**src/sv/cst_pkg.sv**
```systemverilog
// Package for the C subset token scanner: token and group types, token kind
// codes, scanner modes, keyword table and saturating counter helpers.
// Used by every module of the block; depends on nothing else.
`default_nettype none

package cst_pkg;

    localparam int KW_BUF_LEN  = 8;
    localparam int LINE_W      = 20;
    localparam int COL_W       = 16;
    localparam int OFF_W       = 32;
    localparam int LEN_W       = 16;
    localparam int KIND_W      = 6;
    localparam int MAX_TOKENS  = 3;
    localparam int NUM_KW      = 11;
    localparam int QUEUE_DEPTH = 2;
    localparam int TDATA_W     = 96;

    // Token kind codes.
    localparam logic [KIND_W-1:0] K_EOF       = 6'd0;
    localparam logic [KIND_W-1:0] K_IDENT     = 6'd1;
    localparam logic [KIND_W-1:0] K_INT_LIT   = 6'd2;
    localparam logic [KIND_W-1:0] K_FLOAT_LIT = 6'd3;
    localparam logic [KIND_W-1:0] K_LONG_LIT  = 6'd4;
    localparam logic [KIND_W-1:0] K_STR_LIT   = 6'd5;
    localparam logic [KIND_W-1:0] K_KW0       = 6'd6;
    localparam logic [KIND_W-1:0] K_LPAREN    = 6'd17;
    localparam logic [KIND_W-1:0] K_RPAREN    = 6'd18;
    localparam logic [KIND_W-1:0] K_LBRACE    = 6'd19;
    localparam logic [KIND_W-1:0] K_RBRACE    = 6'd20;
    localparam logic [KIND_W-1:0] K_LBRACKET  = 6'd21;
    localparam logic [KIND_W-1:0] K_RBRACKET  = 6'd22;
    localparam logic [KIND_W-1:0] K_SEMI      = 6'd23;
    localparam logic [KIND_W-1:0] K_COMMA     = 6'd24;
    localparam logic [KIND_W-1:0] K_PLUS      = 6'd25;
    localparam logic [KIND_W-1:0] K_MINUS     = 6'd26;
    localparam logic [KIND_W-1:0] K_STAR      = 6'd27;
    localparam logic [KIND_W-1:0] K_SLASH     = 6'd28;
    localparam logic [KIND_W-1:0] K_PERCENT   = 6'd29;
    localparam logic [KIND_W-1:0] K_INC       = 6'd30;
    localparam logic [KIND_W-1:0] K_DEC       = 6'd31;
    localparam logic [KIND_W-1:0] K_PLUSEQ    = 6'd32;
    localparam logic [KIND_W-1:0] K_MINUSEQ   = 6'd33;
    localparam logic [KIND_W-1:0] K_ASSIGN    = 6'd34;
    localparam logic [KIND_W-1:0] K_EQ        = 6'd35;
    localparam logic [KIND_W-1:0] K_NE        = 6'd36;
    localparam logic [KIND_W-1:0] K_NOT       = 6'd37;
    localparam logic [KIND_W-1:0] K_LT        = 6'd38;
    localparam logic [KIND_W-1:0] K_LE        = 6'd39;
    localparam logic [KIND_W-1:0] K_GT        = 6'd40;
    localparam logic [KIND_W-1:0] K_GE        = 6'd41;
    localparam logic [KIND_W-1:0] K_AND       = 6'd42;
    localparam logic [KIND_W-1:0] K_OR        = 6'd43;
    localparam logic [KIND_W-1:0] K_UNKNOWN   = 6'd44;

    // Scanner modes.
    typedef enum logic [4:0] {
        M_IDLE, M_IDENT, M_NUM, M_NUM_DOT, M_STR, M_LINE, M_BLOCK, M_BLOCK_STAR,
        M_SLASH, M_PLUS, M_MINUS, M_EQ, M_BANG, M_LT, M_GT, M_AMP, M_BAR
    } mode_t;

    typedef struct packed {
        logic [KIND_W-1:0] kind;
        logic [LINE_W-1:0] line;
        logic [COL_W-1:0]  column;
        logic [OFF_W-1:0]  offset;
        logic [LEN_W-1:0]  length;
    } token_t;

    // All tokens caused by one input item; count is 1 to 3.
    typedef struct packed {
        token_t [MAX_TOKENS-1:0] tok;
        logic [1:0]              count;
    } group_t;

    typedef logic [KW_BUF_LEN-1:0][7:0] prefix_t;

    // Keyword spellings, zero padded.
    localparam logic [7:0] KW_TEXT [NUM_KW][KW_BUF_LEN] = '{
        '{"i", "n", "t", 8'h00, 8'h00, 8'h00, 8'h00, 8'h00},
        '{"f", "l", "o", "a", "t", 8'h00, 8'h00, 8'h00},
        '{"l", "o", "n", "g", 8'h00, 8'h00, 8'h00, 8'h00},
        '{"u", "n", "s", "i", "g", "n", "e", "d"},
        '{"i", "f", 8'h00, 8'h00, 8'h00, 8'h00, 8'h00, 8'h00},
        '{"e", "l", "s", "e", 8'h00, 8'h00, 8'h00, 8'h00},
        '{"w", "h", "i", "l", "e", 8'h00, 8'h00, 8'h00},
        '{"f", "o", "r", 8'h00, 8'h00, 8'h00, 8'h00, 8'h00},
        '{"r", "e", "t", "u", "r", "n", 8'h00, 8'h00},
        '{"p", "r", "i", "n", "t", "f", 8'h00, 8'h00},
        '{"i", "n", "c", "l", "u", "d", "e", 8'h00}
    };
    localparam logic [3:0] KW_LEN [NUM_KW] = '{
        4'd3, 4'd5, 4'd4, 4'd8, 4'd2, 4'd4, 4'd5, 4'd3, 4'd6, 4'd6, 4'd7
    };

    // Identifier or keyword kind for a finished identifier.
    function automatic logic [KIND_W-1:0] ident_kind(prefix_t pf, logic [LEN_W-1:0] len);
        logic [KIND_W-1:0] kind;
        logic              hit;
        kind = K_IDENT;
        for (int i = NUM_KW - 1; i >= 0; i--) begin
            hit = (len == LEN_W'(KW_LEN[i]));
            for (int j = 0; j < KW_BUF_LEN; j++) begin
                if ((LEN_W'(j) < len) && (pf[j] != KW_TEXT[i][j])) begin
                    hit = 1'b0;
                end
            end
            if (hit) begin
                kind = K_KW0 + KIND_W'(i);
            end
        end
        return kind;
    endfunction

    function automatic logic is_digit(logic [7:0] c);
        return (c >= "0") && (c <= "9");
    endfunction

    function automatic logic is_alpha(logic [7:0] c);
        return ((c >= "a") && (c <= "z")) || ((c >= "A") && (c <= "Z")) || (c == "_");
    endfunction

    function automatic logic [LINE_W-1:0] sat_inc_line(logic [LINE_W-1:0] v);
        return (&v) ? v : v + 1'b1;
    endfunction

    function automatic logic [COL_W-1:0] sat_inc_col(logic [COL_W-1:0] v);
        return (&v) ? v : v + 1'b1;
    endfunction

    function automatic logic [OFF_W-1:0] sat_inc_off(logic [OFF_W-1:0] v);
        return (&v) ? v : v + 1'b1;
    endfunction

    function automatic logic [LEN_W-1:0] sat_inc_len(logic [LEN_W-1:0] v);
        return (&v) ? v : v + 1'b1;
    endfunction

    function automatic logic [COL_W-1:0] sat_add_col(logic [COL_W-1:0] a,
                                                     logic [LEN_W-1:0] b);
        logic [COL_W:0] s;
        s = {1'b0, a} + (COL_W + 1)'(b);
        return s[COL_W] ? {COL_W{1'b1}} : s[COL_W-1:0];
    endfunction

    function automatic logic [OFF_W-1:0] sat_add_off(logic [OFF_W-1:0] a,
                                                     logic [LEN_W-1:0] b);
        logic [OFF_W:0] s;
        s = {1'b0, a} + (OFF_W + 1)'(b);
        return s[OFF_W] ? {OFF_W{1'b1}} : s[OFF_W-1:0];
    endfunction

endpackage

`default_nettype wire

```
**src/sv/cst_front.sv**
```systemverilog
// Scanner front end: accepts source bytes, runs the lexer state machine and
// produces the group of tokens each byte completes. Depends on cst_pkg.
`default_nettype none

module cst_front (
    input  wire logic            aclk,
    input  wire logic            aresetn,
    input  wire logic            in_fire,
    input  wire logic            in_op,
    input  wire logic [7:0]      in_ch,
    output cst_pkg::group_t      grp,
    output logic                 grp_push
);

    cst_pkg::mode_t              mode_reg, mode_next;
    logic [cst_pkg::LINE_W-1:0]  line_reg, line_next;
    logic [cst_pkg::COL_W-1:0]   col_reg, col_next;
    logic [cst_pkg::OFF_W-1:0]   off_reg, off_next;
    logic [cst_pkg::LINE_W-1:0]  sline_reg, sline_next;
    logic [cst_pkg::COL_W-1:0]   scol_reg, scol_next;
    logic [cst_pkg::OFF_W-1:0]   soff_reg, soff_next;
    logic [cst_pkg::LEN_W-1:0]   len_reg, len_next;
    logic                        frac_reg, frac_next;
    logic                        fin_reg, fin_next;
    cst_pkg::prefix_t            prefix_reg;
    logic                        pf_we;
    logic [2:0]                  pf_idx;
    logic [1:0]                  cnt;
    logic                        again;
    logic [cst_pkg::KIND_W-1:0]  idk;
    logic [7:0]                  c;

    assign c   = in_ch;
    assign idk = cst_pkg::ident_kind(prefix_reg, len_reg);

    // Control and counter registers.
    always_ff @(posedge aclk) begin
        if (!aresetn) begin
            mode_reg  <= cst_pkg::M_IDLE;
            line_reg  <= cst_pkg::LINE_W'(1);
            col_reg   <= cst_pkg::COL_W'(1);
            off_reg   <= '0;
            sline_reg <= '0;
            scol_reg  <= '0;
            soff_reg  <= '0;
            len_reg   <= '0;
            frac_reg  <= 1'b0;
            fin_reg   <= 1'b0;
        end else begin
            mode_reg  <= mode_next;
            line_reg  <= line_next;
            col_reg   <= col_next;
            off_reg   <= off_next;
            sline_reg <= sline_next;
            scol_reg  <= scol_next;
            soff_reg  <= soff_next;
            len_reg   <= len_next;
            frac_reg  <= frac_next;
            fin_reg   <= fin_next;
        end
    end

    // Identifier prefix store; only entries below the length are ever read.
    always_ff @(posedge aclk) begin
        if (pf_we) begin
            prefix_reg[pf_idx] <= c;
        end
    end

    // Next state and the tokens completed by this item.
    always_comb begin
        mode_next  = mode_reg;
        line_next  = line_reg;
        col_next   = col_reg;
        off_next   = off_reg;
        sline_next = sline_reg;
        scol_next  = scol_reg;
        soff_next  = soff_reg;
        len_next   = len_reg;
        frac_next  = frac_reg;
        fin_next   = fin_reg;
        pf_we      = 1'b0;
        pf_idx     = '0;
        grp        = '0;
        cnt        = '0;
        again      = 1'b0;

        if (in_fire && !fin_reg) begin
            if (in_op) begin
                // End of input: flush the pending token, then end-of-file.
                unique case (mode_reg)
                    cst_pkg::M_IDENT: begin
                        grp.tok[cnt] = '{idk, sline_reg, scol_reg, soff_reg, len_reg};
                        cnt = cnt + 2'd1;
                    end
                    cst_pkg::M_NUM: begin
                        grp.tok[cnt] = '{frac_reg ? cst_pkg::K_FLOAT_LIT : cst_pkg::K_INT_LIT,
                                         sline_reg, scol_reg, soff_reg, len_reg};
                        cnt = cnt + 2'd1;
                    end
                    cst_pkg::M_NUM_DOT: begin
                        grp.tok[cnt] = '{cst_pkg::K_INT_LIT, sline_reg, scol_reg, soff_reg,
                                         len_reg};
                        cnt = cnt + 2'd1;
                        grp.tok[cnt] = '{cst_pkg::K_UNKNOWN, sline_reg,
                                         cst_pkg::sat_add_col(scol_reg, len_reg),
                                         cst_pkg::sat_add_off(soff_reg, len_reg),
                                         cst_pkg::LEN_W'(1)};
                        cnt = cnt + 2'd1;
                    end
                    cst_pkg::M_SLASH, cst_pkg::M_PLUS, cst_pkg::M_MINUS, cst_pkg::M_EQ,
                    cst_pkg::M_BANG, cst_pkg::M_LT, cst_pkg::M_GT: begin
                        grp.tok[cnt].line   = sline_reg;
                        grp.tok[cnt].column = scol_reg;
                        grp.tok[cnt].offset = soff_reg;
                        grp.tok[cnt].length = len_reg;
                        unique case (mode_reg)
                            cst_pkg::M_SLASH: grp.tok[cnt].kind = cst_pkg::K_SLASH;
                            cst_pkg::M_PLUS:  grp.tok[cnt].kind = cst_pkg::K_PLUS;
                            cst_pkg::M_MINUS: grp.tok[cnt].kind = cst_pkg::K_MINUS;
                            cst_pkg::M_EQ:    grp.tok[cnt].kind = cst_pkg::K_ASSIGN;
                            cst_pkg::M_BANG:  grp.tok[cnt].kind = cst_pkg::K_NOT;
                            cst_pkg::M_LT:    grp.tok[cnt].kind = cst_pkg::K_LT;
                            default:          grp.tok[cnt].kind = cst_pkg::K_GT;
                        endcase
                        cnt = cnt + 2'd1;
                    end
                    default: begin
                    end
                endcase
                grp.tok[cnt] = '{cst_pkg::K_EOF, line_reg, col_reg, off_reg, '0};
                cnt = cnt + 2'd1;
                mode_next = cst_pkg::M_IDLE;
                fin_next  = 1'b1;
            end else begin
                // Continue the token in progress.
                unique case (mode_reg)
                    cst_pkg::M_IDENT: begin
                        if (cst_pkg::is_alpha(c) || cst_pkg::is_digit(c)) begin
                            if (len_reg < cst_pkg::LEN_W'(cst_pkg::KW_BUF_LEN)) begin
                                pf_we  = 1'b1;
                                pf_idx = len_reg[2:0];
                            end
                            len_next = cst_pkg::sat_inc_len(len_reg);
                        end else begin
                            grp.tok[cnt] = '{idk, sline_reg, scol_reg, soff_reg, len_reg};
                            cnt = cnt + 2'd1;
                            again = 1'b1;
                        end
                    end
                    cst_pkg::M_NUM: begin
                        if (cst_pkg::is_digit(c)) begin
                            len_next = cst_pkg::sat_inc_len(len_reg);
                        end else if (c == "." && !frac_reg) begin
                            mode_next = cst_pkg::M_NUM_DOT;
                        end else if (c == "L" || c == "l") begin
                            len_next = cst_pkg::sat_inc_len(len_reg);
                            grp.tok[cnt] = '{frac_reg ? cst_pkg::K_FLOAT_LIT
                                                      : cst_pkg::K_LONG_LIT,
                                             sline_reg, scol_reg, soff_reg, len_next};
                            cnt = cnt + 2'd1;
                            mode_next = cst_pkg::M_IDLE;
                        end else begin
                            grp.tok[cnt] = '{frac_reg ? cst_pkg::K_FLOAT_LIT
                                                      : cst_pkg::K_INT_LIT,
                                             sline_reg, scol_reg, soff_reg, len_reg};
                            cnt = cnt + 2'd1;
                            again = 1'b1;
                        end
                    end
                    cst_pkg::M_NUM_DOT: begin
                        if (cst_pkg::is_digit(c)) begin
                            frac_next = 1'b1;
                            len_next  = cst_pkg::sat_inc_len(cst_pkg::sat_inc_len(len_reg));
                            mode_next = cst_pkg::M_NUM;
                        end else begin
                            grp.tok[cnt] = '{cst_pkg::K_INT_LIT, sline_reg, scol_reg,
                                             soff_reg, len_reg};
                            cnt = cnt + 2'd1;
                            grp.tok[cnt] = '{cst_pkg::K_UNKNOWN, sline_reg,
                                             cst_pkg::sat_add_col(scol_reg, len_reg),
                                             cst_pkg::sat_add_off(soff_reg, len_reg),
                                             cst_pkg::LEN_W'(1)};
                            cnt = cnt + 2'd1;
                            again = 1'b1;
                        end
                    end
                    cst_pkg::M_STR: begin
                        if (c == 8'h22) begin
                            grp.tok[cnt] = '{cst_pkg::K_STR_LIT, sline_reg, scol_reg,
                                             soff_reg, len_reg};
                            cnt = cnt + 2'd1;
                            mode_next = cst_pkg::M_IDLE;
                        end else begin
                            len_next = cst_pkg::sat_inc_len(len_reg);
                        end
                    end
                    cst_pkg::M_LINE: begin
                        if (c == 8'h0A) begin
                            mode_next = cst_pkg::M_IDLE;
                        end
                    end
                    cst_pkg::M_BLOCK: begin
                        if (c == "*") begin
                            mode_next = cst_pkg::M_BLOCK_STAR;
                        end
                    end
                    cst_pkg::M_BLOCK_STAR: begin
                        if (c == "/") begin
                            mode_next = cst_pkg::M_IDLE;
                        end else if (c != "*") begin
                            mode_next = cst_pkg::M_BLOCK;
                        end
                    end
                    cst_pkg::M_SLASH: begin
                        if (c == "/") begin
                            mode_next = cst_pkg::M_LINE;
                        end else if (c == "*") begin
                            mode_next = cst_pkg::M_BLOCK;
                        end else begin
                            grp.tok[cnt] = '{cst_pkg::K_SLASH, sline_reg, scol_reg,
                                             soff_reg, len_reg};
                            cnt = cnt + 2'd1;
                            again = 1'b1;
                        end
                    end
                    cst_pkg::M_PLUS, cst_pkg::M_MINUS, cst_pkg::M_EQ, cst_pkg::M_BANG,
                    cst_pkg::M_LT, cst_pkg::M_GT: begin
                        // Operators that may take a second character.
                        grp.tok[cnt].line   = sline_reg;
                        grp.tok[cnt].column = scol_reg;
                        grp.tok[cnt].offset = soff_reg;
                        grp.tok[cnt].length = cst_pkg::LEN_W'(2);
                        mode_next = cst_pkg::M_IDLE;
                        len_next  = cst_pkg::LEN_W'(2);
                        unique case (mode_reg)
                            cst_pkg::M_PLUS: begin
                                if (c == "+") begin
                                    grp.tok[cnt].kind = cst_pkg::K_INC;
                                end else if (c == "=") begin
                                    grp.tok[cnt].kind = cst_pkg::K_PLUSEQ;
                                end else begin
                                    grp.tok[cnt].kind = cst_pkg::K_PLUS;
                                    again = 1'b1;
                                end
                            end
                            cst_pkg::M_MINUS: begin
                                if (c == "-") begin
                                    grp.tok[cnt].kind = cst_pkg::K_DEC;
                                end else if (c == "=") begin
                                    grp.tok[cnt].kind = cst_pkg::K_MINUSEQ;
                                end else begin
                                    grp.tok[cnt].kind = cst_pkg::K_MINUS;
                                    again = 1'b1;
                                end
                            end
                            cst_pkg::M_EQ: begin
                                grp.tok[cnt].kind = (c == "=") ? cst_pkg::K_EQ
                                                               : cst_pkg::K_ASSIGN;
                                again = (c != "=");
                            end
                            cst_pkg::M_BANG: begin
                                grp.tok[cnt].kind = (c == "=") ? cst_pkg::K_NE
                                                               : cst_pkg::K_NOT;
                                again = (c != "=");
                            end
                            cst_pkg::M_LT: begin
                                grp.tok[cnt].kind = (c == "=") ? cst_pkg::K_LE
                                                               : cst_pkg::K_LT;
                                again = (c != "=");
                            end
                            default: begin
                                grp.tok[cnt].kind = (c == "=") ? cst_pkg::K_GE
                                                               : cst_pkg::K_GT;
                                again = (c != "=");
                            end
                        endcase
                        // A single-character operator keeps its own length.
                        if (again) begin
                            grp.tok[cnt].length = len_reg;
                            len_next = len_reg;
                        end
                        cnt = cnt + 2'd1;
                    end
                    cst_pkg::M_AMP, cst_pkg::M_BAR: begin
                        if ((mode_reg == cst_pkg::M_AMP && c == "&") ||
                            (mode_reg == cst_pkg::M_BAR && c == "|")) begin
                            grp.tok[cnt] = '{(mode_reg == cst_pkg::M_AMP) ? cst_pkg::K_AND
                                                                         : cst_pkg::K_OR,
                                             sline_reg, scol_reg, soff_reg,
                                             cst_pkg::LEN_W'(2)};
                            cnt = cnt + 2'd1;
                            len_next  = cst_pkg::LEN_W'(2);
                            mode_next = cst_pkg::M_IDLE;
                        end else begin
                            again = 1'b1;
                        end
                    end
                    default: begin
                        again = 1'b1;
                    end
                endcase

                // Byte seen between tokens: start a token or emit a single one.
                if (again) begin
                    mode_next = cst_pkg::M_IDLE;
                    unique case (c)
                        8'h20, 8'h0D, 8'h09, 8'h0A: begin
                        end
                        "(", ")", "{", "}", "[", "]", ";", ",", "%", "*": begin
                            grp.tok[cnt].line   = line_reg;
                            grp.tok[cnt].column = col_reg;
                            grp.tok[cnt].offset = off_reg;
                            grp.tok[cnt].length = cst_pkg::LEN_W'(1);
                            unique case (c)
                                "(":     grp.tok[cnt].kind = cst_pkg::K_LPAREN;
                                ")":     grp.tok[cnt].kind = cst_pkg::K_RPAREN;
                                "{":     grp.tok[cnt].kind = cst_pkg::K_LBRACE;
                                "}":     grp.tok[cnt].kind = cst_pkg::K_RBRACE;
                                "[":     grp.tok[cnt].kind = cst_pkg::K_LBRACKET;
                                "]":     grp.tok[cnt].kind = cst_pkg::K_RBRACKET;
                                ";":     grp.tok[cnt].kind = cst_pkg::K_SEMI;
                                ",":     grp.tok[cnt].kind = cst_pkg::K_COMMA;
                                "%":     grp.tok[cnt].kind = cst_pkg::K_PERCENT;
                                default: grp.tok[cnt].kind = cst_pkg::K_STAR;
                            endcase
                            cnt = cnt + 2'd1;
                        end
                        "+", "-", "/", "=", "!", "<", ">", "&", "|", 8'h22: begin
                            sline_next = line_reg;
                            scol_next  = col_reg;
                            soff_next  = off_reg;
                            len_next   = cst_pkg::LEN_W'(1);
                            unique case (c)
                                "+":     mode_next = cst_pkg::M_PLUS;
                                "-":     mode_next = cst_pkg::M_MINUS;
                                "/":     mode_next = cst_pkg::M_SLASH;
                                "=":     mode_next = cst_pkg::M_EQ;
                                "!":     mode_next = cst_pkg::M_BANG;
                                "<":     mode_next = cst_pkg::M_LT;
                                ">":     mode_next = cst_pkg::M_GT;
                                "&":     mode_next = cst_pkg::M_AMP;
                                "|":     mode_next = cst_pkg::M_BAR;
                                default: begin
                                    // String text starts after the opening quote.
                                    mode_next = cst_pkg::M_STR;
                                    soff_next = cst_pkg::sat_inc_off(off_reg);
                                    len_next  = '0;
                                end
                            endcase
                        end
                        "#": begin
                            mode_next = cst_pkg::M_LINE;
                        end
                        default: begin
                            if (cst_pkg::is_digit(c)) begin
                                mode_next  = cst_pkg::M_NUM;
                                sline_next = line_reg;
                                scol_next  = col_reg;
                                soff_next  = off_reg;
                                len_next   = cst_pkg::LEN_W'(1);
                                frac_next  = 1'b0;
                            end else if (cst_pkg::is_alpha(c)) begin
                                mode_next  = cst_pkg::M_IDENT;
                                sline_next = line_reg;
                                scol_next  = col_reg;
                                soff_next  = off_reg;
                                len_next   = cst_pkg::LEN_W'(1);
                                pf_we      = 1'b1;
                                pf_idx     = '0;
                            end else begin
                                grp.tok[cnt] = '{cst_pkg::K_UNKNOWN, line_reg, col_reg,
                                                 off_reg, cst_pkg::LEN_W'(1)};
                                cnt = cnt + 2'd1;
                            end
                        end
                    endcase
                end

                // Position counters, saturating.
                if (c == 8'h0A) begin
                    line_next = cst_pkg::sat_inc_line(line_reg);
                    col_next  = cst_pkg::COL_W'(1);
                end else begin
                    col_next  = cst_pkg::sat_inc_col(col_reg);
                end
                off_next = cst_pkg::sat_inc_off(off_reg);
            end
        end
        grp.count = cnt;
        grp_push  = (cnt != 2'd0);
    end

endmodule

`default_nettype wire

```
**src/sv/cst_queue.sv**
```systemverilog
// Short queue of token groups between the scanner front end and the output
// stage. Depends on cst_pkg for the group type and depth.
`default_nettype none

module cst_queue (
    input  wire logic            aclk,
    input  wire logic            aresetn,
    input  wire logic            push,
    input  wire cst_pkg::group_t push_data,
    output logic                 full,
    input  wire logic            pop,
    output logic                 not_empty,
    output cst_pkg::group_t      head
);

    localparam int PTR_W = $clog2(cst_pkg::QUEUE_DEPTH);

    cst_pkg::group_t      mem [cst_pkg::QUEUE_DEPTH];
    logic [PTR_W-1:0]     wr_reg, rd_reg;
    logic [PTR_W:0]       cnt_reg;

    assign full      = (cnt_reg == (PTR_W + 1)'(cst_pkg::QUEUE_DEPTH));
    assign not_empty = (cnt_reg != '0);
    assign head      = mem[rd_reg];

    // Entry storage.
    always_ff @(posedge aclk) begin
        if (push) begin
            mem[wr_reg] <= push_data;
        end
    end

    // Pointers and fill count.
    always_ff @(posedge aclk) begin
        if (!aresetn) begin
            wr_reg  <= '0;
            rd_reg  <= '0;
            cnt_reg <= '0;
        end else begin
            if (push) begin
                wr_reg <= wr_reg + 1'b1;
            end
            if (pop) begin
                rd_reg <= rd_reg + 1'b1;
            end
            cnt_reg <= cnt_reg + (PTR_W + 1)'(push) - (PTR_W + 1)'(pop);
        end
    end

endmodule

`default_nettype wire

```
**src/sv/cst_back.sv**
```systemverilog
// Output stage: takes token groups from the queue and sends them one token
// per beat, marking the last token of each group. Depends on cst_pkg.
`default_nettype none

module cst_back (
    input  wire logic                       aclk,
    input  wire logic                       aresetn,
    input  wire logic                       q_valid,
    input  wire cst_pkg::group_t            q_head,
    output logic                            q_pop,
    output logic                            m_tvalid,
    input  wire logic                       m_tready,
    output logic [cst_pkg::TDATA_W-1:0]     m_tdata,
    output logic                            m_tlast
);

    cst_pkg::group_t grp_reg, grp_next;
    logic [1:0]      idx_reg, idx_next;
    logic            busy_reg, busy_next;
    logic            last;
    cst_pkg::token_t cur;

    assign last = ((idx_reg + 2'd1) == grp_reg.count);
    assign cur  = grp_reg.tok[idx_reg];

    // Field packing, kind in the lowest bits.
    assign m_tvalid = busy_reg;
    assign m_tlast  = last;
    assign m_tdata  = {6'd0, cur.length, cur.offset, cur.column, cur.line, cur.kind};

    // Load a new group when idle or when the last token leaves.
    always_comb begin
        q_pop     = q_valid && (!busy_reg || (m_tready && last));
        grp_next  = grp_reg;
        idx_next  = idx_reg;
        busy_next = busy_reg;
        if (q_pop) begin
            grp_next  = q_head;
            idx_next  = '0;
            busy_next = 1'b1;
        end else if (busy_reg && m_tready) begin
            if (last) begin
                busy_next = 1'b0;
            end else begin
                idx_next = idx_reg + 2'd1;
            end
        end
    end

    always_ff @(posedge aclk) begin
        if (!aresetn) begin
            busy_reg <= 1'b0;
            idx_reg  <= '0;
        end else begin
            busy_reg <= busy_next;
            idx_reg  <= idx_next;
        end
    end

    always_ff @(posedge aclk) begin
        grp_reg <= grp_next;
    end

endmodule

`default_nettype wire

```
**src/sv/c_subset_token_scanner.sv**
```systemverilog
// C subset token scanner: one source byte per beat in, tokens out.
// A completed token is written to the group queue, then registered in the output stage.
// Throughput: one byte per cycle while each byte yields at most one token and the
// output is not stalled; a byte completing two or three tokens sends one beat each.
// Reset (aresetn low, synchronous): position line 1 column 1, offset 0, queue empty.
`default_nettype none

module c_subset_token_scanner (
    input  wire logic         aclk,
    input  wire logic         aresetn,
    input  wire logic         s_tvalid,
    output logic              s_tready,
    input  wire logic [7:0]   s_tdata,   // ch
    input  wire logic [0:0]   s_tuser,   // op
    output logic              m_tvalid,
    input  wire logic         m_tready,
    output logic [95:0]       m_tdata,   // token_kind, token_line, token_column,
                                         // token_offset, token_length, zero pad
    output logic              m_tlast    // last_of_run
);

    cst_pkg::group_t grp, head;
    logic            grp_push, q_full, q_valid, q_pop, in_fire;

    assign s_tready = !q_full;
    assign in_fire  = s_tvalid && s_tready;

    // Scanner front end.
    cst_front u_front (
        .aclk     (aclk),
        .aresetn  (aresetn),
        .in_fire  (in_fire),
        .in_op    (s_tuser[0]),
        .in_ch    (s_tdata),
        .grp      (grp),
        .grp_push (grp_push)
    );

    // Token group queue.
    cst_queue u_queue (
        .aclk      (aclk),
        .aresetn   (aresetn),
        .push      (grp_push),
        .push_data (grp),
        .full      (q_full),
        .pop       (q_pop),
        .not_empty (q_valid),
        .head      (head)
    );

    // Output stage.
    cst_back u_back (
        .aclk     (aclk),
        .aresetn  (aresetn),
        .q_valid  (q_valid),
        .q_head   (head),
        .q_pop    (q_pop),
        .m_tvalid (m_tvalid),
        .m_tready (m_tready),
        .m_tdata  (m_tdata),
        .m_tlast  (m_tlast)
    );

endmodule

`default_nettype wire

```
**config.mk**
```make
export PLATFORM = sky130hd
export DESIGN_NAME = c_subset_token_scanner
export DESIGN_NICKNAME = d
export VERILOG_FILES = /design/src/sv/cst_pkg.sv /design/src/sv/cst_front.sv /design/src/sv/cst_queue.sv /design/src/sv/cst_back.sv /design/src/sv/c_subset_token_scanner.sv
export SDC_FILE = /design/constraint.sdc
export NUM_CORES = 2
export LEC_CHECK = 0
export ABC_AREA = 1
export BUFFER_PORTS_ARGS = -buffer_cell sky130_fd_sc_hd__buf_4
export CAP_MARGIN = 20
export CORE_MARGIN = 2
export CORE_UTILIZATION = 33
export CTS_CLUSTER_DIAMETER = 30
export CTS_CLUSTER_SIZE = 10
export DETAILED_ROUTE_END_ITERATION = 10
export GPL_TIMING_DRIVEN = 1
export SLEW_MARGIN = 25
export SYNTH_ARGS = -nofsm -noshare
export SYNTH_HDL_FRONTEND = slang
export SYNTH_SLANG_ARGS = --single-unit
```
**constraint.sdc**
```tcl
create_clock -name aclk -period 21.6 [get_ports aclk]
set_input_delay 4.32 -clock aclk [delete_from_list [all_inputs] [get_ports aclk]]
set_output_delay 4.32 -clock aclk [all_outputs]
set_load 0.05 [all_outputs]
```
==> reports/qor.txt <==
PD cells - 150.3 nW/um^2
Netlist cell types - 67
Seq pwr share - 33.2%
ANT nets after route - 0
# setup viols final - 0
Die W - 389.6 um
EDFF count, synth - 790
Total CTS buffers - 206
Max-Cap Viols - 0
Routability congestion estimate - 1.000
Largest net degree at the start of global routing - 198
Setup TNS - 0 ns
Slew Viols, Final - 0
Most frequent cells in the layout - nand2_1 (1714), edfxtp_1 (790), nor2_1 (628), inv_1 (402), nand3_1 (374)
Post-Syn Area - 49060 um^2
Starting Density - 33.22%
Filler cell count - 14406
Utilization after layout - 40.10%
Main synth FF type - edfxtp_1
Fin. Hold Viols - 0
Clock tree buffer depth - 3
CP Data Arrival Time - 9.78 ns
Status - finished clean
Commonest non-fill, non-tap cell in the layout - nand2_1
Tot GR Track Use - 21.80%
Count of buffers from port buffering - 105
Sw Share - 36.90%
CP startpoint kind - input port
Max reg flops - 484
N_diodes - 0
Clock skew - 0.1093 ns
Final non-filler cell total - 7924
Syn Inst Count - 5732
CTS Hold Bufs - 0
Antenna violations before repair - 2
Comb power frac - 28.7%
Dpl cells - 7534
Final wirelength - 169200 um
F_max - 107.1 MHz
# IOs - 112
First-pass GRT wire length - 252700 um
Mean area per synthesized cell - 8.559 um^2
Share of cells above drive strength 1 - 10.61%
Tightest Pin Transition - 1.092 ns
Root Buffer - clkbuf_16
Storage element area - 27060 um^2
Placeable Area - 147700 um^2
Multi-input gate area - 19150 um^2
Clock power share - 38.1%
Pre-antenna DRT Iters - 6
DRC viols - 0
Ys Warns - 0
Number of global-route vias before repair - 40091
Worst hold-check path type - reg -> reg
Crit-path max FO - 108
Critical Path RT - 22.04 ns
Total grt overflow - 0
Slew HR - 26.46%
Later-pin clock latency in the skew report - 0.86 ns
Cell internal pwr - 5615 uW
Post-cts sizing count - 0
Critical path class - in -> reg
Worst VDD drop - 0.1417 mV
CP Capture Type - register
RSZ-0062 raised after global routing - no
Std-Cell Rows - 141
Chip Height - 389.6 um
CTS tree - yes
#FFs+latches synth - 956
Post-layout min period - 9.337 ns
CTS H-tree depth - 4
Leakage - 0.02270 uW
Overall die area - 151800 um^2
Final nets - 5875
Post-route clock period utilization - 43.23%
Share of the yosys chip area belonging to registers - 55.13%
Clock-pin slew on the worst setup and hold paths - 0.05 ns
Vias - 42466
WL/cell - 21.35 um
NetSw - 3283 uW
Post-DR vias/cell - 5.359
DR iter-0 viols - 4929
Num Clock Sinks - 956
Post-synth ARST share - 0%
DP Wirelength - 109800 um
Layout area overhead - 20.69%
Worst hold slack - 0.4616 ns
Post-CTS setup buffer count - 0
==> logic make-up (layout without fill, tap and decap cells) <==
family | count (synthesis) | count (layout) | share of synthesized area, %
flip-flops | 956 | 956 | 55.13
adder cells (fa/ha/maj) | 50 | 50 | 1.306
AO/OA/AOI/OAI | 971 | 971 | 11.58
buffers and inverters | 733 | 990 | 6.004
XOR/XNOR | 50 | 50 | 0.8926
multiplexers | 1 | 1 | 0.02040
AND/OR/NAND/NOR | 2970 | 2970 | 25.06
other | 1 | 6 | 0.007644
==> power groups by stage <==
stage	Combinational, uW	Sequential (uW)	Clock (uW)
floorplan	1670	3190	0
global placement	2520	2970	0
detailed placement	2540	2990	0
CTS	2550	2960	3430
global route	2740	3010	3520
finish	2550	2960	3390
==> critical path: stages <==
cell and delay, ns:
buf_4 0.15, nor2_2 0.22, nand2_1 0.10, nor2_1 0.52
nand2_1 0.21, nor2_4 0.13, buf_4 0.50, nand2_1 0.40
nand2_1 0.19, nor2_1 0.08, nand3_1 0.14, inv_1 0.11
ha_1 0.31, a21oi_1 0.08, nand2_1 0.11, nand3_1 0.08
nor2_1 0.14, nor2_2 0.08, nand3_2 0.08, nand2_1 0.15
inv_8 0.60, buf_4 0.83
==> metrics by stage <==
stage | power [uW] | setup slack [ns] | cell area [um^2]
CTS | 8937 | 12.27 | 59190
global placement | 5494 | 11.41 | 51540
floorplan | 4865 | 1.759 | 49080
global route | 9267 | 11.81 | 59210
finish | 8898 | 12.26 | 59210
detailed placement | 5529 | 11.41 | 51550
==> cell usage after synthesis (all sizes together), types with 36 or more instances <==
cell       n  area (um^2)
o221ai    50        437.9
nor2     662         2625
edfxtp   790        23720
nand4     62        394.1
xor2      36        315.3
clkbuf   203        764.5
o22ai     76        475.5
nor3      82        415.4
nand2   1735         6596
a21oi    280         1405
ha        48        600.6
dfxtp    166         3323
o31ai     83        623.1
nand3    380         1939
o21ai    360         1813
inv      432         1627
buf       93        535.5
==> area by class of cell <==
cell class	count	share of cell area (%)
sequential	956	45.70
tap	1930	4.078
multi-input combinational	4048	32.34
clock inverter	160	3.884
timing repair buffer	163	2.143
inverter	437	2.825
clock buffer	230	9.030
==> final timing paths <==
| check | startpoint | endpoint | slack (ns) | depth (start not counted) |
|---|---|---|---|---|
| worst min register to register | u_queue.cnt_reg[1] | u_queue.cnt_reg[1] | 0.46 | 1 |
| worst max register to register | u_front.mode_reg[4] | u_queue.mem[0][28] | 16.07 | 14 |
| worst min-delay path | u_queue.cnt_reg[1] | u_queue.cnt_reg[1] | 0.46 | 1 |
| worst max-delay path | s_tdata[6] | u_queue.mem[1][111] | 12.26 | 22 |
==> metal layers <==
| metal | vias to the layer above | part of all wire [%] | GRT usage (%) |
|---|---|---|---|
| li1 | 19807 | - | - |
| met1 | 20246 | 43 | 30.04 |
| met2 | 2079 | 45 | 33.94 |
| met3 | 332 | 8.7 | 4.053 |
| met4 | 2 | 3.4 | 8.400 |
| met5 | - | 0.0077 | 0 |
Note: power is estimated with default switching activity, not from simulation.
